File: config.mk
export PLATFORM = sky130hd
export DESIGN_NAME = hid_keycode_to_ascii_fifo_core
export DESIGN_NICKNAME = d
export VERILOG_FILES = /design/src/hdl/hkta_pkg.sv /design/src/hdl/hkta_ram.sv /design/src/hdl/hkta_ctrl.sv /design/src/hdl/hkta_datapath.sv /design/src/hdl/hid_keycode_to_ascii_fifo_core.sv
export SDC_FILE = /design/constraint.sdc
export NUM_CORES = 1
export LEC_CHECK = 0
export BUFFER_PORTS_ARGS = -buffer_cell sky130_fd_sc_hd__buf_2
export CAP_MARGIN = 20
export CORE_MARGIN = 3
export CORE_UTILIZATION = 35
export CTS_BUF_LIST = sky130_fd_sc_hd__clkbuf_16
export DETAILED_ROUTE_END_ITERATION = 10
export HOLD_SLACK_MARGIN = 0.1
export PLACE_DENSITY = 0.59
export SYNTH_ARGS = -nofsm -noshare
export SYNTH_HDL_FRONTEND = slang
export SYNTH_HIERARCHICAL = 1
export SYNTH_SLANG_ARGS = --single-unit
File: constraint.sdc
create_clock -name clk -period 7.8 [get_ports clk]
set_input_delay 0.78 -clock clk [delete_from_list [all_inputs] [get_ports clk]]
set_output_delay 0.78 -clock clk [all_outputs]
set_load 0.005 [all_outputs]
File: src/hdl/hkta_pkg.sv
`default_nettype none

package hkta_pkg;

	// Ring buffer geometry. One slot is kept free, so at most DEPTH-1 characters are held.
	localparam int DEPTH = 32;
	localparam int PTR_W = (DEPTH > 1) ? $clog2(DEPTH) : 1;
	localparam int CHAR_W = 7;

	// Item kinds.
	localparam logic OP_KEY  = 1'b0;
	localparam logic OP_READ = 1'b1;

	// Shift positions in the HID modifier byte.
	localparam int SHIFT_L_BIT = 1;
	localparam int SHIFT_R_BIT = 5;

	// The offset between lower and upper case letters.
	localparam logic [CHAR_W-1:0] CASE_OFFSET = 7'h20;

	typedef logic [PTR_W-1:0]  ptr_t;
	typedef logic [CHAR_W-1:0] char_t;

	typedef enum logic [1:0] {
		ST_IDLE,
		ST_READ,
		ST_DONE
	} hkta_state_t;

	typedef struct packed {
		logic start_key;
		logic start_read;
		logic finish_read;
	} hkta_cmd_t;

	// Advance a ring pointer, wrapping from DEPTH-1 back to zero.
	function automatic ptr_t next_ptr(input ptr_t p);
		if (p == PTR_W'(DEPTH - 1)) begin
			return '0;
		end
		return p + 1'b1;
	endfunction

	// German keyboard layout, unshifted. Zero means the code has no character.
	function automatic char_t layout_lookup(input logic [7:0] code);
		char_t c;
		unique case (code)
			8'h14: c = 7'h71; // q
			8'h1a: c = 7'h77; // w
			8'h08: c = 7'h65; // e
			8'h15: c = 7'h72; // r
			8'h17: c = 7'h74; // t
			8'h1c: c = 7'h7a; // z
			8'h18: c = 7'h75; // u
			8'h0c: c = 7'h69; // i
			8'h12: c = 7'h6f; // o
			8'h13: c = 7'h70; // p
			8'h04: c = 7'h61; // a
			8'h16: c = 7'h73; // s
			8'h07: c = 7'h64; // d
			8'h09: c = 7'h66; // f
			8'h0a: c = 7'h67; // g
			8'h0b: c = 7'h68; // h
			8'h0d: c = 7'h6a; // j
			8'h0e: c = 7'h6b; // k
			8'h0f: c = 7'h6c; // l
			8'h1d: c = 7'h79; // y
			8'h1b: c = 7'h78; // x
			8'h06: c = 7'h63; // c
			8'h19: c = 7'h76; // v
			8'h05: c = 7'h62; // b
			8'h11: c = 7'h6e; // n
			8'h10: c = 7'h6d; // m
			8'h2c: c = 7'h20; // space
			8'h62: c = 7'h30; // keypad digits
			8'h59: c = 7'h31;
			8'h5a: c = 7'h32;
			8'h5b: c = 7'h33;
			8'h5c: c = 7'h34;
			8'h5d: c = 7'h35;
			8'h5e: c = 7'h36;
			8'h5f: c = 7'h37;
			8'h60: c = 7'h38;
			8'h61: c = 7'h39;
			8'h54: c = 7'h2f; // keypad slash
			8'h55: c = 7'h2a; // keypad star
			8'h56: c = 7'h2d; // keypad minus
			8'h57: c = 7'h2b; // keypad plus
			8'h1e: c = 7'h21; // top row, printed as shifted symbols
			8'h1f: c = 7'h22;
			8'h21: c = 7'h24;
			8'h22: c = 7'h25;
			8'h23: c = 7'h26;
			8'h24: c = 7'h2f;
			8'h25: c = 7'h28;
			8'h26: c = 7'h29;
			8'h27: c = 7'h3d;
			8'h2d: c = 7'h3f;
			8'h2e: c = 7'h27; // apostrophe
			8'h38: c = 7'h2d; // minus
			8'h2a: c = 7'h08; // backspace
			8'h37: c = 7'h2e; // period
			8'h63: c = 7'h2e; // keypad period
			8'h58: c = 7'h0a; // keypad enter
			8'h28: c = 7'h0a; // enter
			8'h29: c = 7'h1b; // escape
			8'h41: c = 7'h07; // bell
			default: c = '0;
		endcase
		return c;
	endfunction

	// Either shift key turns letters to upper case and minus to underscore.
	function automatic char_t apply_shift(input logic [7:0] mods, input char_t c);
		char_t r;
		r = c;
		if (mods[SHIFT_L_BIT] || mods[SHIFT_R_BIT]) begin
			if (c >= 7'h61 && c <= 7'h7a) begin
				r = c - CASE_OFFSET;
			end else if (c == 7'h2d) begin
				r = 7'h5f;
			end
		end
		return r;
	endfunction

endpackage

`default_nettype wire

File: src/hdl/hkta_ram.sv
`default_nettype none

module hkta_ram #(
	parameter int WIDTH = 8,
	parameter int DEPTH = 32
) (
	input  wire logic                                 clk,
	input  wire logic                                 we,
	input  wire logic [((DEPTH > 1) ? $clog2(DEPTH) : 1)-1:0] waddr,
	input  wire logic [WIDTH-1:0]                     wdata,
	input  wire logic                                 re,
	input  wire logic [((DEPTH > 1) ? $clog2(DEPTH) : 1)-1:0] raddr,
	output logic      [WIDTH-1:0]                     rdata
);

	logic [WIDTH-1:0] mem_q [DEPTH];

	always_ff @(posedge clk) begin
		if (we) begin
			mem_q[waddr] <= wdata;
		end
		if (re) begin
			rdata <= mem_q[raddr];
		end
	end

endmodule

`default_nettype wire

File: src/hdl/hkta_ctrl.sv
`default_nettype none

module hkta_ctrl
	import hkta_pkg::*;
(
	input  wire logic clk,
	input  wire logic arst_n,
	input  wire logic req_valid,
	input  wire logic operation,
	input  wire logic rsp_ready,
	output logic      req_ready,
	output logic      rsp_valid,
	output hkta_cmd_t cmd
);

	hkta_state_t state_q, state_d;
	logic        accept;

	assign accept = req_valid && req_ready;

	always_ff @(posedge clk or negedge arst_n) begin
		if (!arst_n) begin
			state_q <= ST_IDLE;
		end else begin
			state_q <= state_d;
		end
	end

	always_comb begin
		state_d = state_q;
		unique case (state_q)
			ST_IDLE: begin
				if (accept) begin
					state_d = (operation == OP_READ) ? ST_READ : ST_DONE;
				end
			end
			ST_READ: state_d = ST_DONE;
			ST_DONE: begin
				if (accept) begin
					state_d = (operation == OP_READ) ? ST_READ : ST_DONE;
				end else if (rsp_ready) begin
					state_d = ST_IDLE;
				end
			end
			default: state_d = ST_IDLE;
		endcase
	end

	always_comb begin
		req_ready        = 1'b0;
		rsp_valid        = 1'b0;
		cmd.finish_read  = 1'b0;
		unique case (state_q)
			ST_IDLE: req_ready = 1'b1;
			ST_READ: cmd.finish_read = 1'b1;
			ST_DONE: begin
				rsp_valid = 1'b1;
				req_ready = rsp_ready;
			end
			default: ;
		endcase
		cmd.start_key  = req_valid && req_ready && (operation == OP_KEY);
		cmd.start_read = req_valid && req_ready && (operation == OP_READ);
	end

endmodule

`default_nettype wire

File: src/hdl/hkta_datapath.sv
`default_nettype none

module hkta_datapath
	import hkta_pkg::*;
(
	input  wire logic       clk,
	input  wire logic       arst_n,
	input  wire hkta_cmd_t  cmd,
	input  wire logic [7:0] modifiers,
	input  wire logic [7:0] key_code,
	output logic            read_valid,
	output logic [6:0]      read_char,
	output logic            data_available,
	output logic            key_unmapped,
	output logic            queue_overflow
);

	ptr_t  wr_q, rd_q;
	ptr_t  wr_next, rd_next;
	char_t key_char;
	char_t ram_rdata;
	logic  nonempty, full, push;
	logic  read_valid_q, avail_q, unmapped_q, overflow_q;
	char_t read_char_q;

	assign key_char = apply_shift(modifiers, layout_lookup(key_code));
	assign wr_next  = next_ptr(wr_q);
	assign rd_next  = next_ptr(rd_q);
	assign nonempty = (rd_q != wr_q);
	assign full     = (wr_next == rd_q);
	assign push     = cmd.start_key && (key_char != '0) && !full;

	hkta_ram #(
		.WIDTH(CHAR_W),
		.DEPTH(DEPTH)
	) u_ram (
		.clk  (clk),
		.we   (push),
		.waddr(wr_q),
		.wdata(key_char),
		.re   (cmd.start_read && nonempty),
		.raddr(rd_q),
		.rdata(ram_rdata)
	);

	always_ff @(posedge clk or negedge arst_n) begin
		if (!arst_n) begin
			wr_q <= '0;
			rd_q <= '0;
		end else begin
			if (push) begin
				wr_q <= wr_next;
			end
			if (cmd.start_read && nonempty) begin
				rd_q <= rd_next;
			end
		end
	end

	always_ff @(posedge clk) begin
		if (cmd.start_key) begin
			read_valid_q <= 1'b0;
			read_char_q  <= '0;
			unmapped_q   <= (key_char == '0);
			overflow_q   <= (key_char != '0) && full;
			avail_q      <= push || nonempty;
		end else if (cmd.start_read) begin
			read_valid_q <= nonempty;
			read_char_q  <= '0;
			unmapped_q   <= 1'b0;
			overflow_q   <= 1'b0;
			avail_q      <= nonempty && (rd_next != wr_q);
		end else if (cmd.finish_read) begin
			read_char_q <= read_valid_q ? ram_rdata : '0;
		end
	end

	assign read_valid     = read_valid_q;
	assign read_char      = read_char_q;
	assign data_available = avail_q;
	assign key_unmapped   = unmapped_q;
	assign queue_overflow = overflow_q;

endmodule

`default_nettype wire

File: src/hdl/hid_keycode_to_ascii_fifo_core.sv
`default_nettype none

// Keyboard event translator with a character queue. Each request transfer is
// either a key event (operation 0: a HID modifier byte and a usage code) or a
// read (operation 1). A key event is mapped through a German-layout table,
// with either shift key turning letters to upper case and minus to
// underscore; a nonzero character goes into a ring buffer of DEPTH slots
// that holds at most DEPTH-1 characters. A read pops the oldest character.
// Every request produces exactly one response transfer. The response flags
// a successful read (read_valid with read_char), a key whose code has no
// character (key_unmapped), a character dropped because the buffer was full
// (queue_overflow), and whether the buffer still holds data afterwards
// (data_available). Reading an empty buffer returns read_valid low and a zero
// character without blocking. Timing: a key event is answered in the cycle
// after its transfer, and with the response taken at once a new key event can
// be accepted every cycle. A read also passes the READ state, as the character
// buffer is a memory with a registered read port. The response is held in
// output registers, and the next request is accepted in the same cycle that
// the pending response is transferred. No clearing pass is needed after
// reset: the buffer pointers reset to empty and only written slots are read.
module hid_keycode_to_ascii_fifo_core
	import hkta_pkg::*;
(
	input  wire logic       clk,
	input  wire logic       arst_n,
	input  wire logic       req_valid,
	output logic            req_ready,
	input  wire logic       operation,
	input  wire logic [7:0] modifiers,
	input  wire logic [7:0] key_code,
	output logic            rsp_valid,
	input  wire logic       rsp_ready,
	output logic            read_valid,
	output logic [6:0]      read_char,
	output logic            data_available,
	output logic            key_unmapped,
	output logic            queue_overflow
);

	hkta_cmd_t cmd;

	// The controller sequences the handshakes and the read through its READ state.
	hkta_ctrl u_ctrl (
		.clk      (clk),
		.arst_n   (arst_n),
		.req_valid(req_valid),
		.operation(operation),
		.rsp_ready(rsp_ready),
		.req_ready(req_ready),
		.rsp_valid(rsp_valid),
		.cmd      (cmd)
	);

	// The datapath holds the translation logic, the buffer pointers, the
	// character memory and the response registers.
	hkta_datapath u_dp (
		.clk           (clk),
		.arst_n        (arst_n),
		.cmd           (cmd),
		.modifiers     (modifiers),
		.key_code      (key_code),
		.read_valid    (read_valid),
		.read_char     (read_char),
		.data_available(data_available),
		.key_unmapped  (key_unmapped),
		.queue_overflow(queue_overflow)
	);

	// A new request must never be taken while a response is held but not taken.
	assert property (@(posedge clk) disable iff (!arst_n)
		(req_valid && req_ready && rsp_valid) |-> rsp_ready)
		else $error("request accepted over a pending response");

	// A key result can not be both unmapped and dropped.
	assert property (@(posedge clk) disable iff (!arst_n)
		rsp_valid |-> !(key_unmapped && queue_overflow))
		else $error("unmapped and overflow flagged together");

	// A dropped character means the buffer is full, so data remains.
	assert property (@(posedge clk) disable iff (!arst_n)
		(rsp_valid && queue_overflow) |-> data_available)
		else $error("overflow reported with an empty buffer");

	// Without a popped character the returned character is zero.
	assert property (@(posedge clk) disable iff (!arst_n)
		(rsp_valid && !read_valid) |-> (read_char == '0))
		else $error("character returned without a successful read");

endmodule

`default_nettype wire
==> results of run 1 <==
## logic make-up after synthesis
logic type                 count (synthesis)  share of synthesized area
DFF                                      254                      0.664
xor gates and xnor gates                  15                     0.0117
muxes                                     87                      0.158
AOI/OAI and AO/OA                         79                     0.0546
buffers and inverters                     52                     0.0240
adders and majority gates                 13                     0.0144
and+or+nand+nor                          144                     0.0738
## synthesized netlist by cell type (3+ instances only)
| cell type | n |
|---|---|
| edfxtp_1 | 234 |
| mux4_2 | 70 |
| nor2_1 | 56 |
| a21oi_1 | 19 |
| inv_1 | 16 |
| clkbuf_1 | 13 |
| ha_1 | 13 |
| dfrtp_1 | 12 |
| nor2b_1 | 12 |
| xor2_1 | 11 |
| mux2_2 | 10 |
| nand3_1 | 9 |
| o21ai_0 | 9 |
| buf_2 | 8 |
| dfxtp_1 | 8 |
| nand2_1 | 8 |
| nor3_1 | 8 |
| nand3b_1 | 7 |
| a31oi_1 | 6 |
| and3_1 | 6 |
| buf_6 | 6 |
| nand2b_1 | 6 |
| buf_4 | 5 |
| xnor2_1 | 4 |
| a211oi_1 | 3 |
| a21o_1 | 3 |
| a221oi_2 | 3 |
| and2_1 | 3 |
| buf_1 | 3 |
| mux2_4 | 3 |
| nor4_1 | 3 |
| nor4b_1 | 3 |
| o211ai_1 | 3 |
| o21ai_1 | 3 |
| o31a_1 | 3 |
| o32ai_1 | 3 |
| or3b_2 | 3 |
## worst paths after layout
path / to / slack [ns] / cells past startpoint
worst max-delay path: u_dp/u_ram/mem_q[4][5] / 3.09 / 12
worst min-delay path: u_ctrl/state_q[0] / 0.13 / 1
worst max register to register: u_dp/u_ram/mem_q[4][5] / 3.83 / 9
worst min register to register: u_dp/read_valid / 0.49 / 2
max in group asynchronous: u_dp/rd_q[0] / 7.42 / 1
min in group clk: u_dp/read_valid / 0.49 / 2
## cells in the final DEF (no fill, tap or decap), drive strengths merged, types with 7 or more instances in the layout
cell type	Yosys	routed
nand3b	7	7
o21ai	12	12
mux4	70	70
nand3	9	9
clkinv	0	9
nor2	57	57
inv	16	21
and3	7	7
ha	13	13
dfrtp	12	12
buf	22	38
edfxtp	234	234
xor2	11	11
mux2	15	15
clkbuf	14	27
dfxtp	8	8
a31oi	7	7
nand2	8	8
a21oi	19	19
nor2b	13	13
nor3	8	8
## through the flow
| stage | util | area [um2] | setup WS, ns | std cells | hold WS [ns] |
|---|---|---|---|---|---|
| 6_report | 0.404 | 12800 | 3.09 | 1097 | 0.133 |
| 3_3_place_gp | 0.373 | 11800 | 2.77 | 1045 | 0.471 |
| 4_1_cts | 0.402 | 12700 | 3.15 | 1094 | 0.124 |
| 3_5_place_dp | 0.373 | 11800 | 2.61 | 1045 | 0.480 |
| 5_1_grt | 0.404 | 12800 | 2.85 | 1097 | 0.138 |
| 2_1_floorplan | - | 11300 | 2.86 | 644 | 0.448 |
## registers in the layout, summed over array words and instances (netlist names)
register	cells
u_dp/wr_q	5
u_dp/key_unmapped	1
u_dp/read_char	7
u_dp/u_ram/mem_q	224
u_dp/rd_q	5
u_dp/data_available	1
u_dp/u_ram/rdata	7
u_ctrl/state_q	2
u_dp/read_valid	1
u_dp/queue_overflow	1
## area by class of cell
class | instances | area [um2]
Inverter | 16 | 60.1
Tap cell | 402 | 503
Multi-Input combinational cell | 338 | 3540
Fill cell | 2803 | 18900
Sequential cell | 254 | 7490
Clock buffer | 27 | 676
Clock inverter | 22 | 262
Timing Repair Buffer | 38 | 253
## layer usage
layer	vias up	global-route usage
met2	171	0.223
met3	27	0.0201
met1	3109	0.191
met5	-	0
met4	0	0.0321
li1	2652	-
## where the power goes
part	switching, W	internal (W)	total [W]
clock	0.000495	0.000827	0.00132
sequential	0.0000908	0.00157	0.00166
combinational	0.000518	0.000531	0.00105
total	0.00110	0.00293	0.00403
==> results_dict.tcl, run 1 <==
set metrics [dict create \
    power_density_nw_per_um2 315 \
    grt_first_pass_wirelength_mm 36.2 \
    path_clk_slew_ns 0.06 \
    drv_cap 0 \
    grt-ovfl-total 0 \
    syn_to_final_growth_pct 13.4 \
    wl_met3_mm 1.25 \
    route.met2.wl_mm 11.0 \
    row_count 65 \
    finalClockSkew_ns 0.00679 \
    path_cells "buf_2 > inv_1 > ha_1 > inv_1 > a221oi_2 > a21oi_1 > a221oi_4 > buf_4 > nor4_4 > nor3b_4 > or3b_2 > nor2_1" \
    crit_start "key_code[1]" \
    slew_violations 0 \
    cts_hold_buf 0 \
    start_util 0.356 \
    clockBufferDepth 3 \
    async_flop_share 0.0472 \
    hp-class "primary input to asynchronous set/reset pin" \
    synth_top_cell_by_area "edfxtp_1" \
    port_buffers 27 \
    finalWirelength_mm 22.9 \
    cp.buffers_inverters 4 \
    setup_violations 0 \
    endpoint_kind "flip-flop" \
    crit_top_cell "inv_1" \
    diodes 0 \
    die_x_um 185 \
    route.detailed.drc 0 \
    finalPower_w 0.00403 \
    drt_iter0_drc 498 \
    ys_seq_area_frac 0.664 \
    start_kind "primary input" \
    die_h_um 185 \
    cts_tree "yes" \
    max_stage_delay_ns 0.65 \
    period_minus_slack_ns 4.71 \
    fin_crit_sh 0.604 \
    critPathTopFamily "simple AND/OR/NAND/NOR gates" \
    synthDistinctLibCells 74 \
    netlist_area_um2 11300 \
    cp_slowest_cell "nor2_1" \
    synth_edf_count 234 \
    syn_area_per_cell_um2 17.5 \
    gp_congestion 0.827 \
    coreArea_um2 31600 \
    cts_buffers 27 \
    crit_type "primary input to flip-flop" \
    required_ns 7.94 \
    first_pass_iters 5 \
    cts_root_buffer "clkbuf_16" \
    path_max_fanout 37 \
    io_pins 34 \
    timing.rr.start "u_dp/wr_q[0]" \
    cts_setup_buffers 0 \
    clk_latency_ns 0.52 \
    htreeDepth 1 \
    routed_via_density 5.43 \
    synthFlopType "edfxtp_1" \
    status "complete, no violations" \
    grt_pass1_vias 6130 \
    yosysWarnings 6 \
    rsz0062_at_grt "no" \
    drt-met1-wl_mm 10.2 \
    track_usage 0.135 \
    dieArea_um2 34400 \
    fmaxAchievable_mhz 212 \
    dp_hpwl_mm 14.7 \
    total_leakage_power_nw 4.23 \
    fin_tns_setup_ns 0 \
    ant_nets 0 \
    crit_arrival_ns 4.85 \
    clock_sinks 254 \
    slew_headroom 0.362 \
    synth_seq_cells 254 \
    synthTopCellsByArea "edfxtp_1 (62%), mux4_2 (14%), dfrtp_1 (2.7%), nor2_1 (1.9%), ha_1 (1.4%)" \
    netlist_instances 644 \
    hold_violations 0 \
    tightest_slew_ns 0.956 \
    drive_above_1_share 0.272 \
    ir_drop_mv 0.176 \
    post_cts_resized 0 \
    syn-num-nets 678 \
    synth_top_area_frac 0.623 \
    antenna_found_initial 0 \
    topRoutingLayerUsed "met4" \
    num_vias 5959 \
    nets 709 \
    wire_per_inst_um 20.9 \
    grt_max_degree 67 \
]
No activity file was read; power rests on OpenSTA's default activity.
==> inputs of run 2 (changes only) <==
==> constraint.sdc (replaced) <==
create_clock -name clk -period 4.6 [get_ports clk]
set_input_delay 0.46 -clock clk [delete_from_list [all_inputs] [get_ports clk]]
set_output_delay 0.46 -clock clk [all_outputs]
set_load 0.005 [all_outputs]
==> results_dict.tcl, run 2 (same netlist as run 1, synthesis figures left out) <==
set metrics [dict create \
    clk_latency_ns 0.52 \
    hold_violations 0 \
    grt_max_degree 45 \
    hp-class "primary input to flip-flop" \
    final_util 0.410 \
    post_cts_resized 0 \
    layout_common_cells "edfxtp_1 (234), mux4_2 (70), nor2_1 (55)" \
    final_area_um2 13000 \
    fin_crit_sh 0.817 \
    die_h_um 185 \
    ant_nets 0 \
    num_vias 6029 \
    ff_latch_area_um2 7490 \
    tightest_slew_ns 0.917 \
    fmaxAchievable_mhz 266 \
    dieArea_um2 34400 \
    clock_sinks 254 \
    regMostFlops "u_dp/u_ram/mem_q" \
    syn_to_final_growth_pct 15.0 \
    start_util 0.356 \
    clockBufferDepth 3 \
    first_pass_iters 5 \
    path_clk_slew_ns 0.06 \
    stdcell_count 1128 \
    nets 741 \
    status "complete, no violations" \
    cp_slowest_cell "a2111oi_0" \
    ir_drop_mv 0.301 \
    total_leakage_power_nw 4.38 \
    max_stage_delay_ns 0.55 \
    wire_per_inst_um 21.1 \
    antenna_found_initial 0 \
    drv_cap 0 \
    slew_headroom 0.388 \
    required_ns 4.83 \
    final_common_cell "edfxtp_1" \
    power_density_nw_per_um2 521 \
    fin_tns_setup_ns 0 \
    cts_tree "yes" \
    start_kind "primary input" \
    drt_iter0_drc 708 \
    row_count 65 \
    die_x_um 185 \
    min_path_cells 2 \
    drive_above_1_share 0.296 \
    place_area_um2 12100 \
    grt_pass1_vias 6138 \
    finalWirelength_mm 23.8 \
    rsz0062_at_grt "no" \
    endpoint_kind "flip-flop" \
    crit_type "primary input to flip-flop" \
    cts_root_buffer "clkbuf_16" \
    htreeDepth 1 \
    finalClockSkew_ns 0.00867 \
    dp.cells 1080 \
    setup_violations 0 \
    largest_register_ff_count 224 \
    io_pins 34 \
    routed_via_density 5.34 \
    diodes 0 \
    grt-ovfl-total 0 \
    path_max_fanout 10 \
    slew_violations 0 \
    route.detailed.drc 0 \
    multiInputGateArea_um2 3550 \
    crit_arrival_ns 3.99 \
    track_usage 0.141 \
    coreArea_um2 31600 \
    r2r_cells 11 \
    gp_congestion 0.864 \
    period_minus_slack_ns 3.76 \
    nFillCells 2776 \
    dp_hpwl_mm 15.4 \
    path_cells "buf_2 > ha_1 > mux2i_1 > a2111oi_0 > a22oi_1 > nand3_1 > nor4_4 > nor3b_4 > nand3b_1 > nor2_1 > buf_4" \
    grt_first_pass_wirelength_mm 37.2 \
    cts_buffers 26 \
    port_buffers 27 \
]
[run 2: cell count changes in the layout (fill, tap and decap cells not counted), sizes merged]
cell / previous run / this run
bufinv: 6 / 5
buf: 38 / 70
dlygate4sd3: 0 / 1
clkinvlp: 2 / 1
[run 2: area by class of cell]
type	count	share of cell area
clock buffer	27	0.0521
clock inverter	20	0.0169
inverter	16	0.00463
multi-input combinational	338	0.274
sequential	254	0.578
tap	402	0.0388
timing repair buffer	71	0.0361
[run 2: where the power goes]
group	switching [W]	total, W	internal (W)
logic	0.000831	0.00172	0.000886
registers	0.000221	0.00288	0.00266
clock network	0.000827	0.00216	0.00134
[run 2: final timing paths]
path | slack [ns] | from | end
setup / recovery | 0.84 | key_code[1] | u_dp/u_ram/mem_q[26][3]
hold / removal | 0.22 | operation | u_ctrl/state_q[0]
setup reg to reg | 0.93 | u_dp/wr_q[0] | u_dp/u_ram/mem_q[26][3]
hold reg to reg | 0.50 | u_dp/read_valid | u_dp/read_valid
max in group asynchronous | 3.99 | arst_n | u_dp/rd_q[0]
min in group asynchronous | 0.35 | arst_n | u_ctrl/state_q[0]
[run 2: worst max-delay path, delay by kind of cell]
| kind | cells | cell delay [ns] |
|---|---|---|
| compound gates | 2 | 0.83 |
| fa+ha+maj | 1 | 0.40 |
| simple gates | 5 | 1.71 |
| mux | 1 | 0.14 |
| buf+inv | 2 | 0.42 |
[run 2: metrics by stage]
stage / setup WS, ns / hold WS [ns] / total power (W)
floorplan: 0.150 / 0.164 / 0.00419
finish: 0.844 / 0.221 / 0.00676
global route: 0.632 / 0.237 / 0.00707
CTS: 0.826 / 0.198 / 0.00683
detailed placement: 0.299 / 0.362 / 0.00466
global placement: 0.539 / 0.363 / 0.00462
[run 2: routing by layer]
layer,vias to the layer above,share of wire,track usage,wire length (um)
met5,-,0,0,0
met4,0,0.023,0.0387,546
met3,35,0.051,0.0184,1220
met2,195,0.48,0.230,11300
met1,3080,0.45,0.201,10700
li1,2719,-,-,-
[run 2: what timing repair did]
item,4_1_cts,5_1_grt
hold buffers,1,0
setup endpoints to repair,0,0
hold endpoints to repair,12,0
setup buffers,0,0
==> inputs of run 3 (changes only) <==
==> constraint.sdc (replaced) <==
create_clock -name clk -period 3.6 [get_ports clk]
set_input_delay 0.36 -clock clk [delete_from_list [all_inputs] [get_ports clk]]
set_output_delay 0.36 -clock clk [all_outputs]
set_load 0.005 [all_outputs]
==> results_dict.tcl, run 3 (same netlist as run 1, synthesis figures left out) <==
set metrics [dict create \
    start_kind "flip-flop" \
    num_vias 6094 \
    fin_tns_setup_ns 0 \
    tightest_slew_ns 0.745 \
    htreeDepth 1 \
    path_max_fanout 9 \
    crit_arrival_ns 3.57 \
    cts_tree "yes" \
    clk_latency_ns 0.53 \
    coreArea_um2 31600 \
    syn_to_final_growth_pct 16.3 \
    reg2reg_to "u_dp/u_ram/mem_q[14][3]" \
    r2r_slack_ns 0.18 \
    cp_slowest_cell "nor2_1" \
    routed_via_density 5.40 \
    hp-class "primary input to flip-flop" \
    required_ns 3.75 \
    hp-start "operation" \
    final_common_cell "edfxtp_1" \
    dp_hpwl_mm 15.4 \
    min_path_cells 2 \
    ff_latch_area_um2 7490 \
    status "complete, no violations" \
    rsz0062_at_grt "no" \
    final_area_um2 13100 \
    grt-ovfl-total 0 \
    drt_iter0_drc 482 \
    io_pins 34 \
    start_util 0.356 \
    period_minus_slack_ns 3.42 \
    critPathTopFamily "simple AND/OR/NAND/NOR gates" \
    largest_register_ff_count 224 \
    cts_setup_buffers 0 \
    total_leakage_power_nw 4.37 \
    route.detailed.drc 0 \
    hold_violations 0 \
    switching_share 0.279 \
    grt_max_degree 54 \
    timing.rr.start "u_dp/wr_q[1]" \
    track_usage 0.142 \
    row_count 65 \
    ir_drop_mv 0.348 \
    finalClockSkew_ns 0.0104 \
    diodes 0 \
    dieArea_um2 34400 \
    stdcell_count 1129 \
    r2r_cells 11 \
    first_pass_iters 6 \
    path_clk_slew_ns 0.06 \
    power.switching_w 0.00245 \
    max_stage_delay_ns 0.59 \
    comb_power_share 0.275 \
    path_cells "ha_1 > and3_1 > ha_1 > nor2_1 > xor2_1 > nor4_1 > buf_4 > nor3b_4 > nand3b_1 > buf_4 > nor2_1" \
    cts_buffers 26 \
    nFillCells 2744 \
    antenna_found_initial 0 \
    grt_first_pass_wirelength_mm 37.4 \
    setup_violations 0 \
    drive_above_1_share 0.316 \
    grt_pass1_vias 6274 \
    die_h_um 185 \
    crit_type "flip-flop to flip-flop" \
    worst_hold_slack_ns 0.131 \
    dp.cells 1082 \
    port_buffers 27 \
    multiInputGateArea_um2 3660 \
    layout_common_cells "edfxtp_1 (234), mux4_2 (70), nor2_1 (47)" \
    power_density_nw_per_um2 668 \
    slew_headroom 0.502 \
    final_util 0.414 \
    power_frac_clock 0.316 \
    die_x_um 185 \
    cts_root_buffer "clkbuf_16" \
    clockBufferDepth 3 \
    nets 744 \
    drv_cap 0 \
    fmaxAchievable_mhz 292 \
    place_area_um2 12200 \
    clock_sinks 254 \
    ant_nets 0 \
    slew_violations 0 \
    gp_congestion 0.851 \
    fin_crit_sh 0.951 \
    regMostFlops "u_dp/u_ram/mem_q" \
    intPower_w 0.00631 \
    whs_endpoint "u_ctrl/state_q[0]" \
    pwr-share-seq 0.409 \
    cp.buffers_inverters 2 \
    endpoint_kind "flip-flop" \
    wire_per_inst_um 21.5 \
    finalWirelength_mm 24.3 \
]
## run 3: final cells by class
class	count	area share
Sequential cell	254	0.572
Multi-Input combinational cell	339	0.279
Clock buffer	27	0.0515
Timing Repair Buffer	73	0.0388
Tap cell	402	0.0384
Clock inverter	18	0.0162
Inverter	16	0.00458
## run 3: per-layer routing
metal / wire, um / vias to the layer above / global-route usage
li1: - / 2728 / -
met1: 10600 / 3151 / 0.196
met2: 12000 / 183 / 0.238
met3: 1190 / 32 / 0.0197
met4: 513 / 0 / 0.0399
met5: 0 / - / 0
## run 3: stage by stage
stage	power [W]	setup slack, ns
3_5_place_dp	0.00605	-0.276
3_3_place_gp	0.00600	-0.0221
2_1_floorplan	0.00538	-0.00741
4_1_cts	0.00883	0.159
6_report	0.00875	0.177
5_1_grt	0.00913	0.00450
## run 3: power by group through the flow
stage	combinational (W)	clock, W	sequential, W
after floorplan	0.00185	0	0.00353
after CTS	0.00242	0.00283	0.00358
after global routing	0.00258	0.00296	0.00360
after global placement	0.00237	0	0.00363
after detailed placement	0.00241	0	0.00364
final	0.00241	0.00277	0.00358
## run 3: repair_timing
item	CTS	global route
endpoints found under the hold margin	12	0
hold buffers	1	0
resized for setup	0	1
endpoints found under the setup margin	0	32
## run 3: how the worst max path moves through the flow
stage                 startpoint  cells after the start                      end
finish              u_dp/wr_q[1]                     11  u_dp/u_ram/mem_q[14][3]
global route        u_dp/wr_q[1]                     11   u_dp/u_ram/mem_q[3][6]
CTS                 u_dp/wr_q[1]                     11  u_dp/u_ram/mem_q[14][2]
detailed placement   key_code[1]                     13  u_dp/u_ram/mem_q[12][6]
global placement     key_code[1]                     12  u_dp/u_ram/mem_q[11][1]
floorplan            key_code[1]                     11  u_dp/u_ram/mem_q[24][0]
## run 3: worst register-to-register path: stages (launching register included)
cell      delay, ns
dfrtp_1        0.50
ha_1           0.30
and3_1         0.20
ha_1           0.27
nor2_1         0.16
xor2_1         0.15
nor4_1         0.06
buf_4          0.16
nor3b_4        0.32
nand3b_1       0.13
buf_4          0.20
nor2_1         0.59
